`src/design/pobl_pkg.sv`:
```
// types and constants of the format string length bound block
// no dependencies; imported by every module of the block except pobl_checker
`default_nettype none

package pobl_pkg;

    // position inside a conversion
    typedef enum logic [2:0] {
        PH_IDLE   = 3'd0,
        PH_PCT    = 3'd1,
        PH_DOTS   = 3'd2,
        PH_DIGITS = 3'd3,
        PH_H      = 3'd4,
        PH_HH     = 3'd5,
        PH_L      = 3'd6,
        PH_LL     = 3'd7
    } t_phase;

    // one input item
    typedef struct packed {
        logic [7:0] char_byte;
        logic       last_byte;
        logic       no_byte;
    } t_item;

    // one result item
    typedef struct packed {
        logic [15:0] total_length;
        logic        length_saturated;
    } t_result;

    // character codes
    localparam logic [7:0] CH_PCT = 8'h25;
    localparam logic [7:0] CH_DOT = 8'h2E;
    localparam logic [7:0] CH_0   = 8'h30;
    localparam logic [7:0] CH_9   = 8'h39;
    localparam logic [7:0] CH_C   = 8'h63;
    localparam logic [7:0] CH_D   = 8'h64;
    localparam logic [7:0] CH_H   = 8'h68;
    localparam logic [7:0] CH_L   = 8'h6C;
    localparam logic [7:0] CH_S   = 8'h73;
    localparam logic [7:0] CH_U   = 8'h75;
    localparam logic [7:0] CH_X   = 8'h78;
    localparam logic [7:0] CH_NL  = 8'h0A;
    localparam logic [7:0] CH_TAB = 8'h09;

    // worst-case printed lengths
    localparam int unsigned LEN_W = 5;
    localparam logic [LEN_W-1:0] LEN_NONE = 5'd0;
    localparam logic [LEN_W-1:0] LEN_LIT  = 5'd1;
    localparam logic [LEN_W-1:0] LEN_CTRL = 5'd2;
    localparam logic [LEN_W-1:0] LEN_C    = 5'd1;
    localparam logic [LEN_W-1:0] LEN_D    = 5'd10;
    localparam logic [LEN_W-1:0] LEN_X    = 5'd8;
    localparam logic [LEN_W-1:0] LEN_HD   = 5'd5;
    localparam logic [LEN_W-1:0] LEN_HX   = 5'd4;
    localparam logic [LEN_W-1:0] LEN_HHD  = 5'd3;
    localparam logic [LEN_W-1:0] LEN_HHX  = 5'd2;
    localparam logic [LEN_W-1:0] LEN_LD   = 5'd19;
    localparam logic [LEN_W-1:0] LEN_LU   = 5'd20;
    localparam logic [LEN_W-1:0] LEN_LX   = 5'd16;

    // result field range
    localparam int unsigned OUT_W = 16;
    localparam logic [OUT_W-1:0] OUT_MAX = 16'hFFFF;

    // byte counter, saturating
    localparam logic [1:0] SEEN_ONE  = 2'd1;
    localparam logic [1:0] SEEN_TWO  = 2'd2;
    localparam logic [1:0] SEEN_FULL = 2'd3;

endpackage

`default_nettype wire

```
`src/design/pobl_in_reg.sv`:
```
// input register stage of the format string length bound block
// depends on pobl_pkg for the item type
`default_nettype none

module pobl_in_reg
    import pobl_pkg::*;
(
    input  wire logic  i_clk,
    input  wire logic  i_rst_n,
    input  wire logic  i_valid,
    output logic       o_ready,
    input  wire t_item i_item,
    output logic       o_valid,
    output t_item      o_item,
    input  wire logic  i_take
);

    logic  r_valid;
    t_item r_item;

    // refill whenever the held item moves on or the stage is empty
    assign o_ready = !r_valid || i_take;

    always_ff @(posedge i_clk) begin
        if (!i_rst_n) begin
            r_valid <= 1'b0;
        end else if (o_ready) begin
            r_valid <= i_valid;
        end
    end

    // payload, no reset
    always_ff @(posedge i_clk) begin
        if (i_valid && o_ready) begin
            r_item <= i_item;
        end
    end

    assign o_valid = r_valid;
    assign o_item  = r_item;

endmodule

`default_nettype wire

```
`src/design/pobl_core.sv`:
```
// conversion parser and saturating length accumulator
// depends on pobl_pkg for phases, character codes and lengths
`default_nettype none

module pobl_core
    import pobl_pkg::*;
#(
    parameter int unsigned COUNT_WIDTH = 16
) (
    input  wire logic  i_clk,
    input  wire logic  i_rst_n,
    input  wire logic  i_take,
    input  wire t_item i_item,
    output t_result    o_result
);

    localparam int unsigned SUM_W  = COUNT_WIDTH + 2;
    localparam int unsigned WIDE_W = (COUNT_WIDTH > OUT_W) ? COUNT_WIDTH : OUT_W;
    localparam logic [COUNT_WIDTH-1:0] CNT_MAX = {COUNT_WIDTH{1'b1}};

    // string state
    t_phase                 r_phase,   n_phase;
    logic [COUNT_WIDTH-1:0] r_pending, n_pending;
    logic [COUNT_WIDTH-1:0] r_total,   n_total;
    logic [1:0]             r_seen,    n_seen;
    logic                   r_ovf,     n_ovf;
    logic                   r_pct_s,   n_pct_s;

    // decode of the byte against the current phase
    logic [7:0]       c;
    logic             is_digit;
    logic             spec_ok;
    logic             spec_grow;
    logic             spec_fin;
    t_phase           grow_phase;
    logic [LEN_W-1:0] fin_len;

    // byte handling
    logic             has_byte;
    logic             fail;
    logic             as_lit;
    logic             pct_start;
    logic             do_grow;
    logic             do_fin;
    logic             end_add;
    logic             use_pend;
    logic [LEN_W-1:0] k_len;
    logic [SUM_W-1:0] sum;
    logic             sum_sat;
    logic             grow_ovf;

    // result
    logic [WIDE_W-1:0] wide_total;
    logic              clip;

    assign c        = i_item.char_byte;
    assign has_byte = !i_item.no_byte;

    // what the byte does inside a conversion
    always_comb begin
        is_digit   = (c >= CH_0) && (c <= CH_9);
        spec_ok    = 1'b1;
        spec_grow  = 1'b0;
        spec_fin   = 1'b0;
        grow_phase = PH_IDLE;
        fin_len    = LEN_NONE;
        unique case (r_phase)
            PH_IDLE: begin
                spec_ok = 1'b0;
            end
            PH_PCT, PH_DOTS, PH_DIGITS: begin
                priority if (c == CH_C && r_phase == PH_PCT) begin
                    spec_fin = 1'b1;
                    fin_len  = LEN_C;
                end else if (c == CH_DOT && r_phase != PH_DIGITS) begin
                    spec_grow  = 1'b1;
                    grow_phase = PH_DOTS;
                end else if (is_digit) begin
                    spec_grow  = 1'b1;
                    grow_phase = PH_DIGITS;
                end else if (c == CH_D || c == CH_U) begin
                    spec_fin = 1'b1;
                    fin_len  = LEN_D;
                end else if (c == CH_X) begin
                    spec_fin = 1'b1;
                    fin_len  = LEN_X;
                end else if (c == CH_H) begin
                    spec_grow  = 1'b1;
                    grow_phase = PH_H;
                end else if (c == CH_L) begin
                    spec_grow  = 1'b1;
                    grow_phase = PH_L;
                end else begin
                    spec_ok = 1'b0;
                end
            end
            PH_H: begin
                priority if (c == CH_D || c == CH_U) begin
                    spec_fin = 1'b1;
                    fin_len  = LEN_HD;
                end else if (c == CH_X) begin
                    spec_fin = 1'b1;
                    fin_len  = LEN_HX;
                end else if (c == CH_H) begin
                    spec_grow  = 1'b1;
                    grow_phase = PH_HH;
                end else begin
                    spec_ok = 1'b0;
                end
            end
            PH_HH: begin
                priority if (c == CH_D || c == CH_U) begin
                    spec_fin = 1'b1;
                    fin_len  = LEN_HHD;
                end else if (c == CH_X) begin
                    spec_fin = 1'b1;
                    fin_len  = LEN_HHX;
                end else begin
                    spec_ok = 1'b0;
                end
            end
            PH_L, PH_LL: begin
                priority if (c == CH_D) begin
                    spec_fin = 1'b1;
                    fin_len  = LEN_LD;
                end else if (c == CH_U) begin
                    spec_fin = 1'b1;
                    fin_len  = LEN_LU;
                end else if (c == CH_X) begin
                    spec_fin = 1'b1;
                    fin_len  = LEN_LX;
                end else if (c == CH_L && r_phase == PH_L) begin
                    spec_grow  = 1'b1;
                    grow_phase = PH_LL;
                end else begin
                    spec_ok = 1'b0;
                end
            end
        endcase
    end

    // next state: a failed conversion flushes its bytes, then the byte is a literal;
    // a conversion left open at the end of the string is flushed in the same add
    always_comb begin
        fail      = has_byte && (r_phase != PH_IDLE) && !spec_ok;
        as_lit    = has_byte && ((r_phase == PH_IDLE) || fail);
        pct_start = as_lit && (c == CH_PCT);
        do_grow   = has_byte && spec_ok && spec_grow;
        do_fin    = has_byte && spec_ok && spec_fin;

        priority if (pct_start) begin
            n_phase   = PH_PCT;
            n_pending = COUNT_WIDTH'(1);
        end else if (as_lit) begin
            n_phase   = PH_IDLE;
            n_pending = '0;
        end else if (do_grow) begin
            n_phase   = grow_phase;
            n_pending = (r_pending == CNT_MAX) ? CNT_MAX : r_pending + COUNT_WIDTH'(1);
        end else if (do_fin) begin
            n_phase   = PH_IDLE;
            n_pending = '0;
        end else begin
            n_phase   = r_phase;
            n_pending = r_pending;
        end

        // closing flush of an open conversion on the final item
        end_add  = i_item.last_byte && (n_phase != PH_IDLE);
        use_pend = fail || (end_add && !pct_start);

        priority if (as_lit && !pct_start) begin
            k_len = ((c == CH_NL) || (c == CH_TAB)) ? LEN_CTRL : LEN_LIT;
        end else if (do_fin) begin
            k_len = fin_len;
        end else if (end_add && (pct_start || do_grow)) begin
            k_len = LEN_LIT;
        end else begin
            k_len = LEN_NONE;
        end

        // one saturating add covers flush, literal and conversion
        sum     = SUM_W'(r_total) + (use_pend ? SUM_W'(r_pending) : SUM_W'(0))
                  + SUM_W'(k_len);
        sum_sat = sum > SUM_W'(CNT_MAX);
        n_total = sum_sat ? CNT_MAX : sum[COUNT_WIDTH-1:0];

        grow_ovf = do_grow && !i_item.last_byte && (r_pending == CNT_MAX);
        n_ovf    = r_ovf || sum_sat || grow_ovf;

        n_pct_s  = r_pct_s || (has_byte && (r_seen == SEEN_ONE) && (r_phase == PH_PCT)
                               && (c == CH_S));
        n_seen   = (has_byte && (r_seen != SEEN_FULL)) ? r_seen + 2'd1 : r_seen;
    end

    // result of the final item
    always_comb begin
        wide_total = WIDE_W'(n_total);
        clip       = wide_total > WIDE_W'(OUT_MAX);
        if ((n_seen == SEEN_TWO) && n_pct_s) begin
            o_result.total_length     = '0;
            o_result.length_saturated = 1'b0;
        end else begin
            o_result.total_length     = clip ? OUT_MAX : wide_total[OUT_W-1:0];
            o_result.length_saturated = n_ovf || clip;
        end
    end

    // state registers, cleared after each final item
    always_ff @(posedge i_clk) begin
        if (!i_rst_n) begin
            r_phase   <= PH_IDLE;
            r_pending <= '0;
            r_total   <= '0;
            r_seen    <= '0;
            r_ovf     <= 1'b0;
            r_pct_s   <= 1'b0;
        end else if (i_take) begin
            if (i_item.last_byte) begin
                r_phase   <= PH_IDLE;
                r_pending <= '0;
                r_total   <= '0;
                r_seen    <= '0;
                r_ovf     <= 1'b0;
                r_pct_s   <= 1'b0;
            end else begin
                r_phase   <= n_phase;
                r_pending <= n_pending;
                r_total   <= n_total;
                r_seen    <= n_seen;
                r_ovf     <= n_ovf;
                r_pct_s   <= n_pct_s;
            end
        end
    end

endmodule

`default_nettype wire

```
`src/design/pobl_out_reg.sv`:
```
// result register of the format string length bound block
// depends on pobl_pkg for the result type
`default_nettype none

module pobl_out_reg
    import pobl_pkg::*;
(
    input  wire logic    i_clk,
    input  wire logic    i_rst_n,
    input  wire logic    i_load,
    input  wire t_result i_result,
    output logic         o_free,
    output logic         o_valid,
    input  wire logic    i_ready,
    output t_result      o_result
);

    logic    r_valid;
    t_result r_result;

    // a new result may enter when the slot is empty or is being taken
    assign o_free = !r_valid || i_ready;

    always_ff @(posedge i_clk) begin
        if (!i_rst_n) begin
            r_valid <= 1'b0;
        end else if (o_free) begin
            r_valid <= i_load;
        end
    end

    // payload, no reset
    always_ff @(posedge i_clk) begin
        if (i_load && o_free) begin
            r_result <= i_result;
        end
    end

    assign o_valid  = r_valid;
    assign o_result = r_result;

endmodule

`default_nettype wire

```
`src/design/printf_output_length_bound_top.sv`:
```
// Worst-case printed length of a format string, fed one byte per item. Every
// item, including the last, is taken at one item per clock while the input
// does not stall. An item is held in an input register, then the parser and
// saturating adder update the string state and, for the item marked last,
// write the result register, from which the result is presented to the
// output side. The input stalls only while a last item waits for a result
// register that is still held by the output side. The running sum is
// COUNT_WIDTH bits wide and saturates; the reported length saturates at
// 65535.
// depends on pobl_pkg, pobl_in_reg, pobl_core and pobl_out_reg
`default_nettype none

module printf_output_length_bound_top
    import pobl_pkg::*;
#(
    parameter int unsigned COUNT_WIDTH = 16
) (
    input  wire logic        i_clk,
    input  wire logic        i_rst_n,
    // input stream
    input  wire logic        i_s_tvalid,
    output logic             o_s_tready,
    input  wire logic [7:0]  i_s_tdata,   // [7:0] char_byte
    input  wire logic        i_s_tlast,   // last_byte
    input  wire logic        i_s_tuser,   // [0] no_byte
    // result stream
    output logic             o_m_tvalid,
    input  wire logic        i_m_tready,
    output logic [15:0]      o_m_tdata,   // [15:0] total_length
    output logic             o_m_tuser    // [0] length_saturated
);

    t_item   in_item;
    t_item   held_item;
    logic    held_valid;
    logic    take;
    logic    out_free;
    t_result core_result;
    t_result out_result;

    assign in_item.char_byte = i_s_tdata;
    assign in_item.last_byte = i_s_tlast;
    assign in_item.no_byte   = i_s_tuser;

    pobl_in_reg u_in_reg (
        .i_clk   (i_clk),
        .i_rst_n (i_rst_n),
        .i_valid (i_s_tvalid),
        .o_ready (o_s_tready),
        .i_item  (in_item),
        .o_valid (held_valid),
        .o_item  (held_item),
        .i_take  (take)
    );

    // a final item waits until the result slot is free
    assign take = held_valid && (!held_item.last_byte || out_free);

    pobl_core #(
        .COUNT_WIDTH (COUNT_WIDTH)
    ) u_core (
        .i_clk    (i_clk),
        .i_rst_n  (i_rst_n),
        .i_take   (take),
        .i_item   (held_item),
        .o_result (core_result)
    );

    pobl_out_reg u_out_reg (
        .i_clk    (i_clk),
        .i_rst_n  (i_rst_n),
        .i_load   (take && held_item.last_byte),
        .i_result (core_result),
        .o_free   (out_free),
        .o_valid  (o_m_tvalid),
        .i_ready  (i_m_tready),
        .o_result (out_result)
    );

    assign o_m_tdata = out_result.total_length;
    assign o_m_tuser = out_result.length_saturated;

endmodule

`default_nettype wire

```
`config.mk`:
```
export PLATFORM = sky130hd
export DESIGN_NAME = printf_output_length_bound_top
export DESIGN_NICKNAME = d
export VERILOG_FILES = /design/src/design/pobl_pkg.sv /design/src/design/pobl_in_reg.sv /design/src/design/pobl_core.sv /design/src/design/pobl_out_reg.sv /design/src/design/printf_output_length_bound_top.sv
export SDC_FILE = /design/constraint.sdc
export NUM_CORES = 1
export LEC_CHECK = 0
export BUFFER_PORTS_ARGS = -buffer_cell sky130_fd_sc_hd__buf_2
export CAP_MARGIN = 0
export CORE_ASPECT_RATIO = 0.9
export CORE_UTILIZATION = 30
export DETAILED_ROUTE_END_ITERATION = 7
export PLACE_DENSITY_LB_ADDON = 0.2
export SLEW_MARGIN = 0
export SYNTH_ARGS = -nofsm -noshare
export SYNTH_HDL_FRONTEND = slang
export SYNTH_SLANG_ARGS = --single-unit
```
`constraint.sdc`:
```
create_clock -name i_clk -period 10.35 [get_ports i_clk]
set_input_delay 0.5175 -clock i_clk [delete_from_list [all_inputs] [get_ports i_clk]]
set_output_delay 0.5175 -clock i_clk [all_outputs]
set_load 0.01 [all_outputs]
```
=== Word-level counts from Yosys, hierarchy flattened ===
Index checks and enable logic that the tools add are counted.

* Shifts and indexed selects: 0
* Bitwise logic cells: 0
* Multiply operators: 0
* Equality and inequality tests: 23
* Muxes and demuxes: 85
* Add/sub/neg operators: 4
* Reduce and logical (&&, ||, !) cells: 52
* Order comparisons: 4
* Divide/modulo/power cells: 0

{| class="wikitable"
|+ Operators with widths
! kind !! count
|-
| 16-bit two-way mux || 10
|-
| 3-bit two-way mux || 20
|-
| 8-bit by 7-bit == test with 1-bit output, second input constant || 7
|-
| 5-bit two-way mux || 11
|-
| 1-bit two-way mux || 34
|-
| 1-bit logical AND || 26
|-
| 5-bit case mux with 4 select lines || 1
|-
| 16-bit by 18-bit adder with 18-bit output || 1
|-
| 18-bit by 5-bit adder with 18-bit output || 1
|-
| 18-bit by 16-bit > comparator with 1-bit output, second input constant || 1
|-
| 16-bit by 1-bit adder with 16-bit output, second input constant || 1
|-
| 16-bit == test, second input constant || 1
|-
| 8-bit by 4-bit == test with 1-bit output, second input constant || 2
|-
| 8-bit by 6-bit == test with 1-bit output, second input constant || 2
|-
| 16-bit > comparator, second input constant || 1
|-
| 3-bit == test, second input constant || 4
|-
| 1-bit logical OR || 12
|-
| 3-bit case mux with 3 select lines || 1
|-
| 8-bit by 6-bit greater-or-equal comparator with 1-bit output, second input constant || 1
|-
| 8-bit by 6-bit less-or-equal comparator with 1-bit output, second input constant || 1
|-
| 2-bit two-way mux || 4
|-
| 3-bit by 2-bit == test with 1-bit output, second input constant || 2
|-
| 1-bit logical NOT || 6
|-
| 1-bit case mux with 3 select lines || 2
|-
| 14 further kinds || 16
|}

* Word-level logic and storage cells: 181
* Input bits: 14
* Memory bits (read-only): 0
* Bits in latches: 0
* Bits in registers: 68
* Memory bits (writable): 0
* Memories: 0
* Output and inout port bits: 19

=== Longest topological paths before layout ===
Gate-level depths: netlist (run 1).

* Depth after elaboration: 26
* Depth in mapped cells: 25
* Depth with buffers taken out: 22

=== Cells and area by module ===
Synthesis (run 1) repeated with hierarchy kept, for this count alone.

* Cell total of the unflattened synthesis: 524
* Area total of the unflattened synthesis: 4,740.8 sq um

{| class="wikitable"
|+ Modules (own cells, without submodules)
! module !! area an instance (sq um) !! sequential area each (sq um) !! instances !! cells each
|-
| pobl_core || 3,796.1 || 780.7 || 1 || 484
|-
| pobl_out_reg || 568.0 || 530.5 || 1 || 22
|-
| pobl_in_reg || 357.8 || 320.3 || 1 || 15
|-
| printf_output_length_bound_top || 18.8 || 0.0 || 1 || 3
|}

=== Worst setup path before layout (run 1) ===
OpenSTA, ideal clock, no wires.

* Kind: flip-flop to flip-flop
* Start point: reg u_in_reg.r_item, in the netlist u_in_reg.o_item[4]
* End point: reg u_out_reg.r_result, in the netlist u_out_reg.o_result[16], data pin
* Setup time: 0.271 ns
* Cell stages (with the launch flop): 23
* Data required time: 10.079 ns
* Period minus slack after synthesis: 5.752 ns
* Setup slack: 4.598 ns
* Buffers on the path: 2
* Arrival: 5.482 ns
* Path through: edfxtp_1 > buf_2 > or4b_1 > or4_4 > o211ai_2 > a22oi_2 > or2_1 > a211oi_2 > o31ai_1 > o22a_2 > buf_4 > nand2b_1 > fa_1 > inv_1 > ha_1 > a21o_1 > a21oi_1 > o21a_1 > o21ai_0 > a41o_1 > or3b_2 > a2111oi_0 > nor2_1

* Longest elaborated chain between the ends: 26
* Elaborated cells between the ends (all ways): 115
* Classes of those cells: add/sub (2); order compare (4); eq/ne (11); mux (73); reduce/logical (25)

{| class="wikitable"
|+ Ends and longest elaborated chain
! item !! line !! RTL
|-
| start, declared || pobl_in_reg.sv:19 || <nowiki>t_item r_item;</nowiki>
|-
| start signal, assigned || pobl_in_reg.sv:35 || <nowiki>r_item <= i_item;</nowiki>
|-
| 8-bit by 7-bit == test with 1-bit output || pobl_core.sv:90, pobl_core.sv:132 ||
|-
| 1-bit two-way mux || pobl_core.sv:90 || <nowiki>end else if (c == CH_L) begin</nowiki>
|-
| 1-bit two-way mux || pobl_core.sv:87 || <nowiki>end else if (c == CH_H) begin</nowiki>
|-
| 1-bit two-way mux || pobl_core.sv:84 || <nowiki>end else if (c == CH_X) begin</nowiki>
|-
| 1-bit two-way mux || pobl_core.sv:81 || <nowiki>end else if (c == CH_D || c == CH_U) begin</nowiki>
|-
| 1-bit two-way mux || pobl_core.sv:78 || <nowiki>end else if (is_digit) begin</nowiki>
|-
| 1-bit two-way mux || pobl_core.sv:75 || <nowiki>end else if (c == CH_DOT && r_phase != PH_DIGITS) begin</nowiki>
|-
| 1-bit two-way mux || pobl_core.sv:72 || <nowiki>priority if (c == CH_C && r_phase == PH_PCT) begin</nowiki>
|-
| [10 not listed] || - ||
|-
| 1-bit logical OR or 1-bit two-way mux (tied branches) || pobl_core.sv:170, pobl_core.sv:176 ||
|-
| 16-bit two-way mux or 5-bit two-way mux (tied branches) || pobl_core.sv:183, pobl_core.sv:174 ||
|-
| 16-bit by 18-bit adder with 18-bit output or 5-bit two-way mux (tied branches) || pobl_core.sv:183, pobl_core.sv:172 ||
|-
| 18-bit by 5-bit adder with 18-bit output || pobl_core.sv:184 || <nowiki>+ SUM_W'(k_len);</nowiki>
|-
| 18-bit by 16-bit > comparator with 1-bit output || pobl_core.sv:185 || <nowiki>sum_sat = sum > SUM_W'(CNT_MAX);</nowiki>
|-
| 16-bit two-way mux || pobl_core.sv:186 || <nowiki>n_total = sum_sat ? CNT_MAX : sum[COUNT_WIDTH-1:0];</nowiki>
|-
| 16-bit > comparator || pobl_core.sv:199 || <nowiki>clip = wide_total > WIDE_W'(OUT_MAX);</nowiki>
|-
| 16-bit two-way mux || pobl_core.sv:204 || <nowiki>o_result.total_length = clip ? OUT_MAX : wide_total[OUT_W-1:0];</nowiki>
|-
| end signal, assigned || pobl_out_reg.sv:35 || <nowiki>r_result <= i_result;</nowiki>
|-
| end, declared || pobl_out_reg.sv:19 || <nowiki>t_result r_result;</nowiki>
|}

Several ways; a longest one is shown, not always the timed one.
A chain may end at the register's enable or synchronous reset.

=== Worst setup path after layout (run 1) ===
* Start point: reg u_core.r_phase[0]
* End point: reg u_out_reg.r_result, in the netlist u_out_reg.o_result[16], data pin

* Longest elaborated chain between the ends: 24
* Elaborated cells between the ends (all ways): 77
* Classes of those cells: add/sub (2); order compare (2); eq/ne (8); mux (36); reduce/logical (29)

{| class="wikitable"
|+ Ends and longest elaborated chain
! item !! line !! RTL
|-
| start, declared || pobl_core.sv:22 || <nowiki>t_phase r_phase, n_phase;</nowiki>
|-
| start signal, assigned || pobl_core.sv:227 || <nowiki>r_phase <= n_phase;</nowiki>
|-
| 3-bit == test || pobl_core.sv:67, pobl_core.sv:132 ||
|-
| 1-bit logical AND || pobl_core.sv:132 || <nowiki>end else if (c == CH_L && r_phase == PH_L) begin</nowiki>
|-
| 1-bit two-way mux || pobl_core.sv:132 ||
|-
| 1-bit two-way mux || pobl_core.sv:129 || <nowiki>end else if (c == CH_X) begin</nowiki>
|-
| 1-bit two-way mux || pobl_core.sv:126 || <nowiki>end else if (c == CH_U) begin</nowiki>
|-
| 1-bit two-way mux || pobl_core.sv:123 || <nowiki>priority if (c == CH_D) begin</nowiki>
|-
| 1-bit case mux with 5 select lines || pobl_core.sv:67 || <nowiki>unique case (r_phase)</nowiki>
|-
| 1-bit logical AND or 1-bit logical NOT (tied branches) || pobl_core.sv:148, pobl_core.sv:149, pobl_core.sv:145 ||
|-
| [8 not listed] || - ||
|-
| 1-bit logical OR or 1-bit two-way mux (tied branches) || pobl_core.sv:170, pobl_core.sv:176 ||
|-
| 16-bit two-way mux or 5-bit two-way mux (tied branches) || pobl_core.sv:183, pobl_core.sv:174 ||
|-
| 16-bit by 18-bit adder with 18-bit output or 5-bit two-way mux (tied branches) || pobl_core.sv:183, pobl_core.sv:172 ||
|-
| 18-bit by 5-bit adder with 18-bit output || pobl_core.sv:184 ||
|-
| 18-bit by 16-bit > comparator with 1-bit output || pobl_core.sv:185 ||
|-
| 16-bit two-way mux || pobl_core.sv:186 ||
|-
| 16-bit > comparator || pobl_core.sv:199 ||
|-
| 16-bit two-way mux || pobl_core.sv:204 ||
|}

Several ways; a longest one is shown, not always the timed one.

==> results of run 1 <==
[state kept, by name, summed over array words and instances, names as in the netlist]
register / cells
u_core.r_phase: 3
u_out_reg.o_result: 17
u_out_reg.o_valid: 1
u_core.r_ovf: 1
u_core.r_pending: 16
u_in_reg.o_item: 10
u_in_reg.o_valid: 1
u_core.r_pct_s: 1
u_core.r_seen: 2
u_core.r_total: 16
[Yosys cell counts, types with 3 or more instances]
cell and number:
o21ai_0 35, nor3b_1 3, xor2_1 5, nand3_1 15
xnor2_1 7, nor2b_1 20, clkbuf_1 21, dfxtp_1 41
and3_1 6, a21o_1 6, o21a_1 6, a31oi_1 7
ha_1 29, a22oi_1 4, and2_1 6, o221a_2 5
nand3b_1 5, nor3_1 12, nand2_1 35, or2_2 4
o211ai_1 3, inv_1 15, a22o_1 3, nand4_1 3
nand2b_1 8, a41o_1 3, a211o_1 11, edfxtp_1 27
a21oi_1 50, nor2_1 46, fa_1 6
[path summary, 6_finish.rpt]
path | start | endpoint | slack (ps) | cells after the start
min reg2reg | u_core.r_total[2] | u_core.r_total[2] | 460 | 2
max | u_core.r_phase[0] | u_out_reg.o_result[16] | 3960 | 21
max reg2reg | u_core.r_phase[0] | u_out_reg.o_result[16] | 3960 | 21
min | i_s_tdata[0] | u_in_reg.o_item[2] | 350 | 1
[layout make-up]
cell class / instances / area, µm² / area share (%)
multi-input combinational: 385 / 2580 / 51.8
sequential: 68 / 1630 / 32.8
tap: 193 / 241 / 4.86
clock buffer: 9 / 225 / 4.53
timing repair buffer: 34 / 175 / 3.52
clock inverter: 7 / 67.6 / 1.36
inverter: 15 / 56.3 / 1.13
[worst max-delay path, cell delays in order (launching register included)]
cell       delay [ps]
dfxtp_1           550
or4b_1            490
or4_4             470
o211ai_2          100
a22oi_2           130
or2_1             270
a211oi_2          240
o31ai_1           140
o22a_2            330
nor2b_1           250
fa_1              460
ha_1              240
fa_1              400
a21o_1            200
a21oi_1           220
o21bai_1          110
a21boi_1          200
o21ai_0           190
a31oi_1           320
o21ai_0           130
a2111oi_0         560
nor2_1             80
[through the flow]
stage               power (mW)  hold WS (ps)
floorplan                0.307           425
global placement         0.317           442
detailed placement       0.317           450
CTS                      0.622           340
global route             0.635           345
finish                   0.614           351
[power by group]
group	internal, mW	leakage, nW	switching (mW)	total, mW
registers	0.282	0.613	0.00507	0.287
logic	0.00810	1.28	0.0160	0.0241
clock network	0.185	0.139	0.118	0.303
total	0.475	2.03	0.139	0.614
[cell families after synthesis]
logic type | share of synthesized area, %
AO/OA/AOI/OAI | 23.5
XOR/XNOR | 2.41
buffers and inverters | 3.47
adder cells (fa/ha/maj) | 11.1
flip-flops | 37.4
AND/OR/NAND/NOR | 22.1
[per-layer routing]
layer / part of all wire [%] / vias to the layer above / routed length, µm / GRT usage (%)
met5: 0 / - / 0 / 0
met4: 1.3 / 0 / 142 / 6.04
met1: 54 / 1770 / 6010 / 23.5
met3: 4.1 / 11 / 461 / 3.71
li1: - / 1859 / - / -
met2: 41 / 97 / 4520 / 22.5
==> results.sh, run 1 <==
export IMPL_max_freq_mhz=157
export IMPL_fin_crit_sh_pct=61.7
export IMPL_nets=562
export IMPL_clockBufferDepth=2
export IMPL_cts_root_buffer="clkbuf_16"
export IMPL_viasPerCell=5.26
export IMPL_drive_gt1_share_pct=12.7
export IMPL_cp_start_kind="register"
export IMPL_min_path_type="input port to register"
export IMPL_dp_hpwl_mm=8.33
export IMPL_synth_seq_area_share_pct=37.4
export IMPL_crit_fanout=16
export IMPL_grt_pass1_vias=3500
export IMPL_fillers=1417
export IMPL_place_inst=695
export IMPL_fp_dieW_um=129
export IMPL_row_count=41
export IMPL_drv_slew=0
export IMPL_start_util_pct=30.9
export IMPL_critPathRequiredTime_ps=10420
export IMPL_routed_wl_mm=11.1
export IMPL_cts_resized_gates=0
export IMPL_ir_drop_v=0.0000711
export IMPL_min_period_ps=6390
export IMPL_fin_area_um2=4970
export IMPL_utilization_pct=35.3
export IMPL_synth_edff_count=27
export IMPL_relSlewSlack_pct=28.1
export IMPL_cp_end_kind="register"
export IMPL_synthesis_area_um2=4360
export IMPL_post_drt_wl_per_cell_um=15.7
export IMPL_place_gp_congestion=0.822
export IMPL_cts_hold_buf=0
export IMPL_h_tree_depth=3
export IMPL_synth_top_cell_by_area="dfxtp_1"
export IMPL_antenna_found_initial=0
export IMPL_power_density_nw_per_um2=124
export IMPL_final_cell_mix="a21oi_1, nor2_1, dfxtp_1"
export IMPL_clk_pin_slew_worst_paths_ps=50
export IMPL_coreArea_um2=14100
export IMPL_synth_area_top_cells="dfxtp_1, edfxtp_1, ha_1"
export IMPL_power_leakage_nw=2.03
export IMPL_skew_ps=6.42
export IMPL_setup_tns_ps=0
export IMPL_die_area_um2=15000
export IMPL_synth_warnings=0
export IMPL_antenna_cells=0
export IMPL_final_common_cell="a21oi_1"
export IMPL_synth_avg_cell_area_um2=8.86
export IMPL_grt_start_max_net_pins=29
export IMPL_ys_ff_latch=68
export IMPL_max_cap_viol_count=0
export IMPL_cts_buffers=9
export IMPL_cts_sink_count=68
export IMPL_antenna_left=0
export IMPL_gr_total_overflow=0
export IMPL_synth_top_area_share_pct=18.8
export IMPL_tightest_slew_ps=1070
export IMPL_synth_ff_type="dfxtp_1"
export IMPL_drt_initial_drc_count=268
export IMPL_setup_viol=0
export IMPL_synth_distinct_cells=67
export IMPL_stdcell_count=711
export IMPL_grt_pass1_wl_mm=18.3
export IMPL_pre_cts_ws_ps=4030
export IMPL_portBuffers=32
export IMPL_firstDrtPassIters=4
export IMPL_vias=3737
export IMPL_clk_latency_ps=340
export IMPL_area_growth_pct=14.1
export IMPL_ioPinCount=33
export IMPL_cts_tree="yes"
export IMPL_drc=0
export IMPL_status="complete, no violations"
export IMPL_worst_slack_ps=3960
export IMPL_cts_setup_buffers=0
export IMPL_hold_viol=0
export IMPL_crit_type="register to register"
export IMPL_die_h_um=116
export IMPL_rsz0062_at_grt="no"
export IMPL_syn_inst=492
export IMPL_place_area_um2=4680
export IMPL_synthArstFlopShare_pct=0
export IMPL_syn_nets=541
export IMPL_grt_use_total_pct=16.0
export IMPL_arrival_ps=6450
Note: power is estimated with default switching activity, not from simulation.
==> inputs of run 2 (changes only) <==
--- a/config.mk
+++ b/config.mk
@@ -5,6 +5,7 @@
 export SDC_FILE = /design/constraint.sdc
 export NUM_CORES = 1
 export LEC_CHECK = 0
+export ABC_AREA = 1
 export BUFFER_PORTS_ARGS = -buffer_cell sky130_fd_sc_hd__buf_2
 export CAP_MARGIN = 0
 export CORE_ASPECT_RATIO = 0.9
==> constraint.sdc (replaced) <==
create_clock -name i_clk -period 5.4 [get_ports i_clk]
set_input_delay 0.27 -clock i_clk [delete_from_list [all_inputs] [get_ports i_clk]]
set_output_delay 0.27 -clock i_clk [all_outputs]
set_load 0.01 [all_outputs]
==> results.sh, run 2 <==
export IMPL_status="complete, no violations"
export IMPL_synth_edff_count=27
export IMPL_final_cell_mix="nand2_1, a21oi_1, inv_1"
export IMPL_cpMostUsedCell="nand2_1"
export IMPL_row_count=43
export IMPL_max_freq_mhz=201
export IMPL_syn_inst=619
export IMPL_h_tree_depth=3
export IMPL_synth_most_common_cell="nand2_1"
export IMPL_min_path_cells=1
export IMPL_final_common_cell="nand2_1"
export IMPL_crit_family="simple AND/OR/NAND/NOR gates"
export IMPL_crit_buf_inv=5
export IMPL_synthesis_area_um2=4750
export IMPL_crit_type="register to register"
export IMPL_cts_tree="yes"
export IMPL_grt_use_total_pct=15.6
export IMPL_clk_pin_slew_worst_paths_ps=60
export IMPL_drc=0
export IMPL_cp_start_kind="register"
export IMPL_start_util_pct=30.8
export IMPL_portBuffers=32
export IMPL_grt_pass1_vias=3899
export IMPL_synth_ff_type="dfxtp_1"
export IMPL_ir_drop_v=0.000142
export IMPL_largest_reg_flops=17
export IMPL_path_depth=30
export IMPL_antenna_found_initial=0
export IMPL_ff_latch_area_um2=1630
export IMPL_min_path_type="input port to register"
export IMPL_clockBufferDepth=2
export IMPL_fillers=1619
export IMPL_synth_top_cell_by_area="dfxtp_1"
export IMPL_min_period_ps=4980
export IMPL_crit_slowest_cell="edfxtp_1"
export IMPL_vias=4084
export IMPL_fp_dieW_um=135
export IMPL_hold_viol=0
export IMPL_area_growth_pct=13.8
export IMPL_multi_input_comb_area_um2=2760
export IMPL_fin_crit_sh_pct=92.3
export IMPL_power_density_nw_per_um2=225
export IMPL_cts_hold_buf=0
export IMPL_synth_warnings=0
export IMPL_dp_hpwl_mm=9.04
export IMPL_die_h_um=121
export IMPL_cts_buffers=9
export IMPL_synth_seq_area_share_pct=34.3
export IMPL_cts_root_buffer="clkbuf_16"
export IMPL_max_stage_delay_ps=460
export IMPL_grt_start_max_net_pins=31
export IMPL_nets=696
export IMPL_ys_ff_latch=68
export IMPL_die_area_um2=16300
export IMPL_clk_latency_ps=340
export IMPL_place_gp_congestion=0.821
export IMPL_synth_avg_cell_area_um2=7.68
export IMPL_reg2regPathDepth=30
export IMPL_crit_fanout=13
export IMPL_antenna_cells=0
export IMPL_synth_distinct_cells=44
export IMPL_antenna_left=0
export IMPL_routed_wl_mm=11.7
export IMPL_post_drt_wl_per_cell_um=13.7
export IMPL_viasPerCell=4.78
export IMPL_tightest_slew_ps=1190
export IMPL_synth_area_top_cells="dfxtp_1, edfxtp_1, nand2_1"
export IMPL_synth_top_cells_by_count="nand2_1, a21oi_1, inv_1, nor2_1, dfxtp_1"
export IMPL_drt_initial_drc_count=312
export IMPL_setup_viol=0
export IMPL_coreArea_um2=15400
export IMPL_cts_sink_count=68
export IMPL_drive_gt1_share_pct=16.4
export IMPL_cts_setup_buffers=0
export IMPL_max_cap_viol_count=0
export IMPL_critPathRequiredTime_ps=5430
export IMPL_synthArstFlopShare_pct=0
export IMPL_firstDrtPassIters=4
export IMPL_cp_end_kind="register"
export IMPL_grt_pass1_wl_mm=19.6
export IMPL_skew_ps=11.6
export IMPL_place_inst=838
export IMPL_drv_slew=0
export IMPL_power_mw=1.22
export IMPL_arrival_ps=5010
export IMPL_stdcell_count=854
export IMPL_synth_top_area_share_pct=17.3
export IMPL_ioPinCount=33
export IMPL_relSlewSlack_pct=20.1
export IMPL_power_leakage_nw=2.35
export IMPL_gr_total_overflow=0
export IMPL_syn_nets=668
## run 2: cell count changes in the layout (fill, tap and decap cells not counted), sizes merged, moves of 7 or more
cell / delta
a21oi: +44
and2: -7
xor2: +13
nand2: +113
nand4: +10
nand2b: -8
nor2b: -19
nand3: +15
inv: +59
o21ai: -11
a211o: -11
## run 2: final cells by class
type | instances | area share, %
Multi-Input combinational cell | 458 | 51.0
Sequential cell | 68 | 30.2
Clock buffer | 10 | 4.24
Tap cell | 202 | 4.67
Clock inverter | 6 | 1.20
Inverter | 75 | 5.21
Timing Repair Buffer | 35 | 3.45
## run 2: power by group
group,switching [mW],internal (mW)
Sequential,0.00979,0.546
Combinational,0.0508,0.0197
Clock,0.234,0.357
Total,0.295,0.924
## run 2: repair_timing
| item | CTS | global route |
|---|---|---|
| resized for setup | 0 | 3 |
| endpoints found under the hold margin | 0 | 0 |
| endpoints found under the setup margin | 0 | 33 |
## run 2: metal layers
| layer | GRT usage, % | up-vias | wire [µm] |
|---|---|---|---|
| met3 | 3.51 | 8 | 438 |
| met4 | 4.92 | 0 | 111 |
| li1 | - | 2135 | - |
| met1 | 22.3 | 1870 | 6210 |
| met2 | 23.1 | 71 | 4970 |
| met5 | 0 | - | 0 |
## run 2: cell families (layout without fill, tap and decap cells)
kind of cell | Yosys count | in the layout | synth area share [%]
AO/OA/AOI/OAI | 139 | 139 | 16.9
XOR/XNOR | 22 | 22 | 4.05
adder cells (fa/ha/maj) | 35 | 35 | 10.2
buffers and inverters | 93 | 126 | 7.74
flip-flops | 68 | 68 | 34.3
AND/OR/NAND/NOR | 262 | 262 | 26.8
## run 2: stage by stage
stage / hold WS, ps / TNS, ps / setup WS (ps) / area (µm²) / utilization (%)
finish: 101 / 0 / 418 / 5410 / 35.0
global route: 83.6 / -7.39 / -7.39 / 5410 / 35.0
CTS: 80.1 / 0 / 184 / 5400 / 35.0
detailed placement: 448 / 0 / 197 / 5100 / 33.1
global placement: 446 / 0 / 243 / 5100 / 33.1
floorplan: 369 / 0 / 983 / 4750 / -
## run 2: worst reg2reg max path: cells and delay by family (launching register included)
| kind | cells | cell delay, ps |
|---|---|---|
| AND/OR/NAND/NOR | 16 | 1410 |
| AO/OA/AOI/OAI | 6 | 1230 |
| adder cells (fa/ha/maj) | 2 | 800 |
| buffers and inverters | 5 | 540 |
| flip-flops | 1 | 460 |
| XOR/XNOR | 1 | 230 |
## run 2: final timing paths
path,startpoint,endpoint,slack (ps)
max reg2reg,u_in_reg.o_item[5],u_out_reg.o_result[16],420
min,i_s_tuser,u_in_reg.o_item[0],100
min reg2reg,u_core.r_total[11],u_core.r_total[11],470
max,u_in_reg.o_item[5],u_out_reg.o_result[16],420
==> inputs of run 3 (changes only) <==
--- a/config.mk
+++ b/config.mk
@@ -9,6 +9,7 @@
 export BUFFER_PORTS_ARGS = -buffer_cell sky130_fd_sc_hd__buf_2
 export CAP_MARGIN = 0
 export CORE_ASPECT_RATIO = 0.9
+export CORE_MARGIN = 3
 export CORE_UTILIZATION = 30
 export DETAILED_ROUTE_END_ITERATION = 7
 export PLACE_DENSITY_LB_ADDON = 0.2
==> results.sh, run 3 (synthesis gave the netlist of run 2 again) <==
export IMPL_max_stage_delay_ps=460
export IMPL_skew_ps=6.38
export IMPL_fin_area_um2=5430
export IMPL_antenna_cells=0
export IMPL_area_growth_pct=14.2
export IMPL_min_to="u_in_reg.o_item[9]"
export IMPL_coreArea_um2=15400
export IMPL_crit_slowest_cell="edfxtp_1"
export IMPL_place_gp_congestion=0.821
export IMPL_antenna_found_initial=0
export IMPL_max_freq_mhz=205
export IMPL_min_path_cells=1
export IMPL_crit_reg2reg_launch="u_in_reg.o_item[5]"
export IMPL_die_area_um2=17400
export IMPL_relSlewSlack_pct=21.3
export IMPL_min_path_type="input port to register"
export IMPL_tightest_slew_ps=1180
export IMPL_nets=698
export IMPL_status="complete, no violations"
export IMPL_antenna_left=0
export IMPL_grt_pass1_wl_mm=19.4
export IMPL_largest_reg_flops=17
export IMPL_grt_pass1_vias=3812
export IMPL_reg2reg_to="u_out_reg.o_result[6]"
export IMPL_cts_buffers=9
export IMPL_power_mw=1.23
export IMPL_r2r_slack_ps=530
export IMPL_hold_viol=0
export IMPL_cts_root_buffer="clkbuf_16"
export IMPL_final_cell_mix="nand2_1, a21oi_1, inv_1"
export IMPL_place_area_um2=5100
export IMPL_drv_slew=0
export IMPL_cts_hold_buf=0
export IMPL_final_common_cell="nand2_1"
export IMPL_crit_type="register to register"
export IMPL_start_util_pct=30.8
export IMPL_cts_tree="yes"
export IMPL_clockBufferDepth=2
export IMPL_drc=0
export IMPL_setup_viol=0
export IMPL_power_density_nw_per_um2=227
export IMPL_critPathRequiredTime_ps=5430
export IMPL_cts_sink_count=68
export IMPL_cpMostUsedCell="nand2_1"
export IMPL_routed_wl_mm=11.7
export IMPL_h_tree_depth=3
export IMPL_cp_start_kind="register"
export IMPL_gr_total_overflow=0
export IMPL_viasPerCell=4.80
export IMPL_post_drt_wl_per_cell_um=13.7
export IMPL_max_cap_viol_count=0
export IMPL_dp_hpwl_mm=9.00
export IMPL_ir_drop_v=0.000176
export IMPL_grt_start_max_net_pins=31
export IMPL_clk_pin_slew_worst_paths_ps=60
export IMPL_die_h_um=125
export IMPL_power_leakage_nw=2.36
export IMPL_arrival_ps=4900
export IMPL_clk_latency_ps=340
export IMPL_cp_end_kind="register"
export IMPL_reg2regPathDepth=30
export IMPL_drt_initial_drc_count=262
export IMPL_setup_tns_ps=0
export IMPL_crit_fanout=23
export IMPL_fin_crit_sh_pct=90.2
export IMPL_drive_gt1_share_pct=16.5
export IMPL_hp_start="i_s_tdata[7]"
export IMPL_grt_use_total_pct=13.7
export IMPL_row_count=43
export IMPL_fp_dieW_um=139
export IMPL_ioPinCount=33
export IMPL_portBuffers=32
export IMPL_min_period_ps=4870
export IMPL_firstDrtPassIters=5
export IMPL_vias=4106
export IMPL_rsz0062_at_grt="no"
run 3: changes by cell type in the layout (fill, tap and decap cells not counted), sizes merged:
cell and change:
clkinv -2, inv +1, buf +2, clkinvlp +1
run 3: final cells by class:
class / instances / area [µm²]
fillers: 1599 / 10000
multi-input cells: 458 / 2760
flip-flops and latches: 68 / 1630
inverters: 75 / 282
well taps: 202 / 253
clock buffers: 10 / 239
repair buffers: 37 / 201
clock inverters: 6 / 62.6
run 3: report_power, final:
part           internal (mW)  total [mW]  switching (mW)
clock network          0.369       0.602           0.233
registers              0.547       0.556         0.00995
logic                 0.0198      0.0710          0.0512
total                  0.935        1.23           0.294
run 3: per-stage QoR:
stage                     std cells  util, %  hold WS, ps  worst slack (ps)
after floorplan                 619        -          369               983
after global placement          838     33.1          446               413
after detailed placement        838     33.1          448               240
after CTS                       854     35.0         86.1               221
after global routing            856     35.2         79.1              75.4
final                           856     35.2         97.2               531
run 3: worst max path at each step:
stage	slack, ps	end	start
finish	530	u_out_reg.o_result[6]	u_in_reg.o_item[5]
global route	80	u_core.r_ovf	u_in_reg.o_item[5]
CTS	220	u_out_reg.o_result[7]	u_in_reg.o_item[5]
detailed placement	240	u_out_reg.o_result[7]	u_in_reg.o_item[5]
global placement	410	u_out_reg.o_result[16]	u_in_reg.o_item[5]
floorplan	980	u_out_reg.o_result[1]	u_in_reg.o_item[3]
run 3: routing by layer:
layer  track usage (%)  part of all wire, %  routed length [µm]
met1              19.9                   52                6140
met2              20.1                   41                4830
met3              3.90                  5.3                 621
met4              3.57                  1.3                 153
met5                 0                    0                   0
run 3: critical path: cells and delay by family, from the launching register on:
kind                     cells  cell delay (ps)
AND/OR/NAND/NOR             16             1620
buffers and inverters        5              570
AO/OA/AOI/OAI                6              830
flip-flops                   1              460
adder cells (fa/ha/maj)      3             1090
run 3: what timing repair did:
action / in CTS / in global routing
setup endpoints to repair: 0 / 33
gates resized for setup: 0 / 2
buffers inserted: 0 / 2
hold endpoints to repair: 0 / 0
